`src/hw/rtl/scbs_pkg.sv`:
```
`timescale 1ns / 1ps
`default_nettype none

package scbs_pkg;

  localparam int MAX_ENTRIES_DEF = 64;
  localparam int CHUNK_BYTES_DEF = 80;

  // item operations
  localparam logic [1:0] OP_CHAR = 2'd0;
  localparam logic [1:0] OP_EOL  = 2'd1;
  localparam logic [1:0] OP_SORT = 2'd2;
  localparam logic [1:0] OP_READ = 2'd3;

  // result status codes
  localparam logic [1:0] STAT_OK    = 2'd0;
  localparam logic [1:0] STAT_FULL  = 2'd1;
  localparam logic [1:0] STAT_RANGE = 2'd2;

  typedef enum logic [4:0] {
    S_CLR,
    S_IDLE,
    S_WP_A,
    S_WP_D,
    S_RD_P,
    S_RD_L,
    S_RD_D,
    S_PA,
    S_PB,
    S_PL,
    S_LA,
    S_LB,
    S_CK,
    S_CA,
    S_CB,
    S_SWA,
    S_SWB,
    S_NX
  } scbs_state_t;

  typedef struct packed {
    scbs_state_t state;
    logic        accept;
  } scbs_cmd_t;

  typedef struct packed {
    logic acc_push;
    logic acc_read;
    logic acc_sort;
    logic clr_last;
    logic cmp_end;
    logic len_gt;
    logic byte_ne;
    logic byte_gt;
    logic last_pair;
    logic swapped;
  } scbs_stat_t;

endpackage

`default_nettype wire

```
`src/hw/rtl/scbs_ctrl.sv`:
```
`timescale 1ns / 1ps
`default_nettype none

module scbs_ctrl
  import scbs_pkg::*;
(
  input  wire logic       clk,
  input  wire logic       rst_n,
  input  wire logic       start,
  input  wire scbs_stat_t stat,
  output scbs_cmd_t       cmd,
  output logic            busy
);

  scbs_state_t state_r, state_nxt;

  always_ff @(posedge clk) begin
    if (!rst_n) begin
      state_r <= S_CLR;
    end else begin
      state_r <= state_nxt;
    end
  end

  always_comb begin
    state_nxt  = state_r;
    cmd.state  = state_r;
    cmd.accept = 1'b0;
    busy       = (state_r != S_IDLE);
    unique case (state_r)
      S_CLR: begin
        if (stat.clr_last) state_nxt = S_IDLE;
      end
      S_IDLE: begin
        if (start) begin
          cmd.accept = 1'b1;
          if (stat.acc_push)      state_nxt = S_WP_A;
          else if (stat.acc_read) state_nxt = S_RD_P;
          else if (stat.acc_sort) state_nxt = S_PA;
        end
      end
      S_WP_A: state_nxt = S_WP_D;
      S_WP_D: state_nxt = S_IDLE;
      S_RD_P: state_nxt = S_RD_L;
      S_RD_L: state_nxt = S_RD_D;
      S_RD_D: state_nxt = S_IDLE;
      S_PA:   state_nxt = S_PB;
      S_PB:   state_nxt = S_PL;
      S_PL:   state_nxt = S_LA;
      S_LA:   state_nxt = S_LB;
      S_LB:   state_nxt = S_CK;
      S_CK: begin
        if (stat.cmp_end) state_nxt = stat.len_gt ? S_SWA : S_NX;
        else              state_nxt = S_CA;
      end
      S_CA:   state_nxt = S_CB;
      S_CB: begin
        if (stat.byte_ne) state_nxt = stat.byte_gt ? S_SWA : S_NX;
        else              state_nxt = S_CK;
      end
      S_SWA:  state_nxt = S_SWB;
      S_SWB:  state_nxt = S_NX;
      S_NX: begin
        if (!stat.last_pair || stat.swapped) state_nxt = S_PA;
        else                                 state_nxt = S_IDLE;
      end
      default: state_nxt = S_IDLE;
    endcase
  end

endmodule

`default_nettype wire

```
`config.mk`:
```
export PLATFORM = sky130hd
export DESIGN_NAME = scbs_ctrl
export DESIGN_NICKNAME = d
export VERILOG_FILES = /design/src/hw/rtl/scbs_pkg.sv /design/src/hw/rtl/scbs_ctrl.sv
export SDC_FILE = /design/constraint.sdc
export NUM_CORES = 1
export LEC_CHECK = 0
export ABC_AREA = 1
export BUFFER_PORTS_ARGS = -buffer_cell sky130_fd_sc_hd__buf_4
export CAP_MARGIN = 40
export CORE_AREA = 10 10 48 50
export CTS_CLUSTER_DIAMETER = 80
export DETAILED_ROUTE_END_ITERATION = 8
export DIE_AREA = 0 0 58 60
export PLACE_DENSITY = 0.73
export SETUP_SLACK_MARGIN = 0.05
export SLEW_MARGIN = 5
export SYNTH_ARGS = -nofsm -noshare
export SYNTH_HDL_FRONTEND = slang
export SYNTH_SLANG_ARGS = --single-unit
```
`constraint.sdc`:
```
create_clock -name clk -period 1.49 [get_ports clk]
set_input_delay 0.298 -clock clk [delete_from_list [all_inputs] [get_ports clk]]
set_output_delay 0.298 -clock clk [all_outputs]
set_load 0.02 [all_outputs]
```
==> impl_results.md <==
- Vias per inst: 5.11
- Congestion Overflow GR: 0
- Worst-Margin Slew: just over 0.3 ns
- # diodes: 0
- Die height: ~60 µm
- TritonCTS clock tree: built
- DR WL met3: around 150 µm
- CTS Buf Count: 3
- Largest vdd supply drop: about 0.00056 V
- Initial Util: about 45%
- Outcome: finished, final reports clean
- Total Power: between 0.7 and 0.8 mW
- Metal-1 WL: between 800 and 900 µm
- Synth warn: 0
- Max Root-Sink Buffers: 2
- TNS Setup: 0 ns
- Net count after synthesis: 122
- Cell family with most CP delay: simple AND/OR/NAND/NOR gates
- Required time of the critical path: 1.19 ns
- CP startpoint kind: register
- Vias: 782
- Post-synthesis sequential area ratio: 15.5%
- Worst Path Buf+Inv: 1
- # rows: 14
- Synth-to-layout area growth: 37.8%
- Hpwl dp: ~1.5 mm
- Routability cong.: 0.905
- Place WS: between 0.06 and 0.07 ns
- Drt pass-1 iters: 6
- Crit. End Element: output pin
- CP cell instances: nor2_4 > nand3_4 > nor2_4 > buf_6
- Fin util: around 62%
- Root buffer cell: clkbuf_4
- Antenna-violating nets left: 0
- Worst setup path class: reg -> out
- Routed len/inst: approximately 13 µm
- Fin. Hold Viols: 0
- Initial antenna violation count: 0
- Max_cap viols: 0
- Hold_ws: approximately 0.32 ns
- Max reg flops: 5
- Yosys top cell area share: between 10% and 20%
- Largest net degree at the start of global routing: 10
- Layout Cells excl Fill: about 150
- Clk slew on worst S/H paths: ~0.040 ns
- Fmax: 721 MHz
- Avg Inst Size Synth: between 5 and 6 µm²
- Worst-Skew Late Latency: approximately 0.24 ns
- Worst Path Arrival: 1.09 ns
- Relative slew slack: between 70% and 80%
- PortBufs: 19
- Cell repeated most along the worst path: nor2_4
- Synth unique cells: 25
- Top flop regs: state_r x5
- Initial DRC count: 20
- H-Tree Level Count: 1
- DR DRC count: 0
- Share of cells above drive strength 1: ~42%
- CP max FO: 5
- Die width: around 58 µm
- Dpl cell area: ~800 µm²
- Final WL: approximately 2 mm
- GR Util All Layers: between 10 and 15%
- Largest Register: state_r
- Final Cycle Share: 93.1%
- Met2 routed WL: around 980 µm
- Type of the tightest min-delay check: in -> reg
- First-pass GRT wire length: ~3.2 mm
- Slowest cell delay on critical path: between 0.3 and 0.4 ns
- Yosys top cell by area: dfxtp_1
- Final min period: 1.39 ns
- Top post-synthesis cells by area: dfxtp_1, nand2_1, nor2_1
- Syn Inst Count: 109
- RSZ-0062 raised after global routing: true
- Max Slew Vio Count: 0
- Leak: approximately 0.47 nW
- Max Used Layer: met4
- Post-Syn Area: 646 µm²
- Vias in the first global route: between 700 and 800
- CTS sink count: 5
- Final net count: 151
- Core area: 1440 µm²
- Fill count: between 100 and 150
- Highest-delay cell along the critical path: dfxtp_2
- Inst Count DP: 144
- Die Area: roughly 3500 µm²
- #FFs+latches synth: 5
- IO Pins: 20
- Clock skew: 0.000541 ns
- Final worst slack: 0.102 ns
- Power density cells: around 860 nW/µm²
- Finish-stage setup viols: 0
- Fin area: around 890 µm²
[report_power, final]
group | total, mW | internal [mW] | switching, mW
Combinational | 0.440 | 0.183 | 0.257
Clock | 0.153 | 0.101 | 0.0517
Sequential | 0.171 | 0.150 | 0.0213
Total | 0.764 | 0.434 | 0.330
[kinds of logic after synthesis]
family	count (synthesis)	synth area share [%]
simple gates	79	64.1
compound gates	7	6.59
buf+inv	18	13.8
flops	5	15.5
[cells in the final DEF, fill, tap and decap left out, types with 3 or more instances in the layout]
cell / Yosys / routed
inv_2: 5 / 5
buf_4: 1 / 26
nand2_1: 26 / 26
inv_1: 9 / 9
nand3_1: 14 / 14
nor2_2: 3 / 4
clkbuf_4: 0 / 3
nor2_1: 21 / 19
dfxtp_2: 0 / 3
a21oi_1: 3 / 3
nor2_4: 4 / 5
[path summary, 6_finish.rpt]
path | from | end | slack (ns) | cells after the start
worst min-delay path | rst_n | state_r[0]$_SDFFE_PN0P_ | 0.32 | 3
worst max register to register | state_r[3]$_SDFFE_PN0P_ | state_r[0]$_SDFFE_PN0P_ | 0.16 | 10
worst max-delay path | state_r[3]$_SDFFE_PN0P_ | cmd[0] | 0.10 | 4
worst min register to register | state_r[0]$_SDFFE_PN0P_ | state_r[4]$_SDFFE_PN0P_ | 0.62 | 3
[cell type report]
type / count / area, µm² / area share (%)
Tap cell: 16 / 20.0 / 2.25
Multi-Input combinational cell: 86 / 467 / 52.5
Inverter: 15 / 58.8 / 6.61
Clock buffer: 4 / 26.3 / 2.95
Timing Repair Buffer: 27 / 206 / 23.2
Sequential cell: 5 / 111 / 12.5
[cell usage after synthesis]
library cell / n
nand4_1: 1
nand2_4: 2
nor2_1: 21
nand3b_1: 1
buf_4: 1
o21ai_1: 1
nand3_4: 1
a21oi_1: 3
nor3_4: 1
nor2_2: 3
inv_4: 1
or2_2: 1
nand2_2: 2
inv_1: 9
a41oi_1: 1
o211ai_1: 1
nor2_4: 4
nand2_1: 26
buf_6: 2
nand3_2: 1
a31oi_1: 1
inv_2: 5
nor3_1: 1
nand3_1: 14
dfxtp_1: 5
[tightest hold or removal path: stages]
cell,delay [ns]
buf_4,0.11
nand2_1,0.06
nor2_1,0.05
[routing by layer]
| metal | up-vias | GRT usage [%] |
|---|---|---|
| li1 | 398 | - |
| met1 | 355 | 12.8 |
| met2 | 27 | 18.6 |
| met3 | 2 | 3.39 |
| met4 | 0 | 7.38 |
| met5 | - | 0 |
[timing repair]
item,in CTS,in global routing
setup buffers,3,3
pin swaps,4,1
resized for setup,4,6
setup endpoints to repair,2,4
hold buffers,0,0
Note: power is estimated with default switching activity, not from simulation.
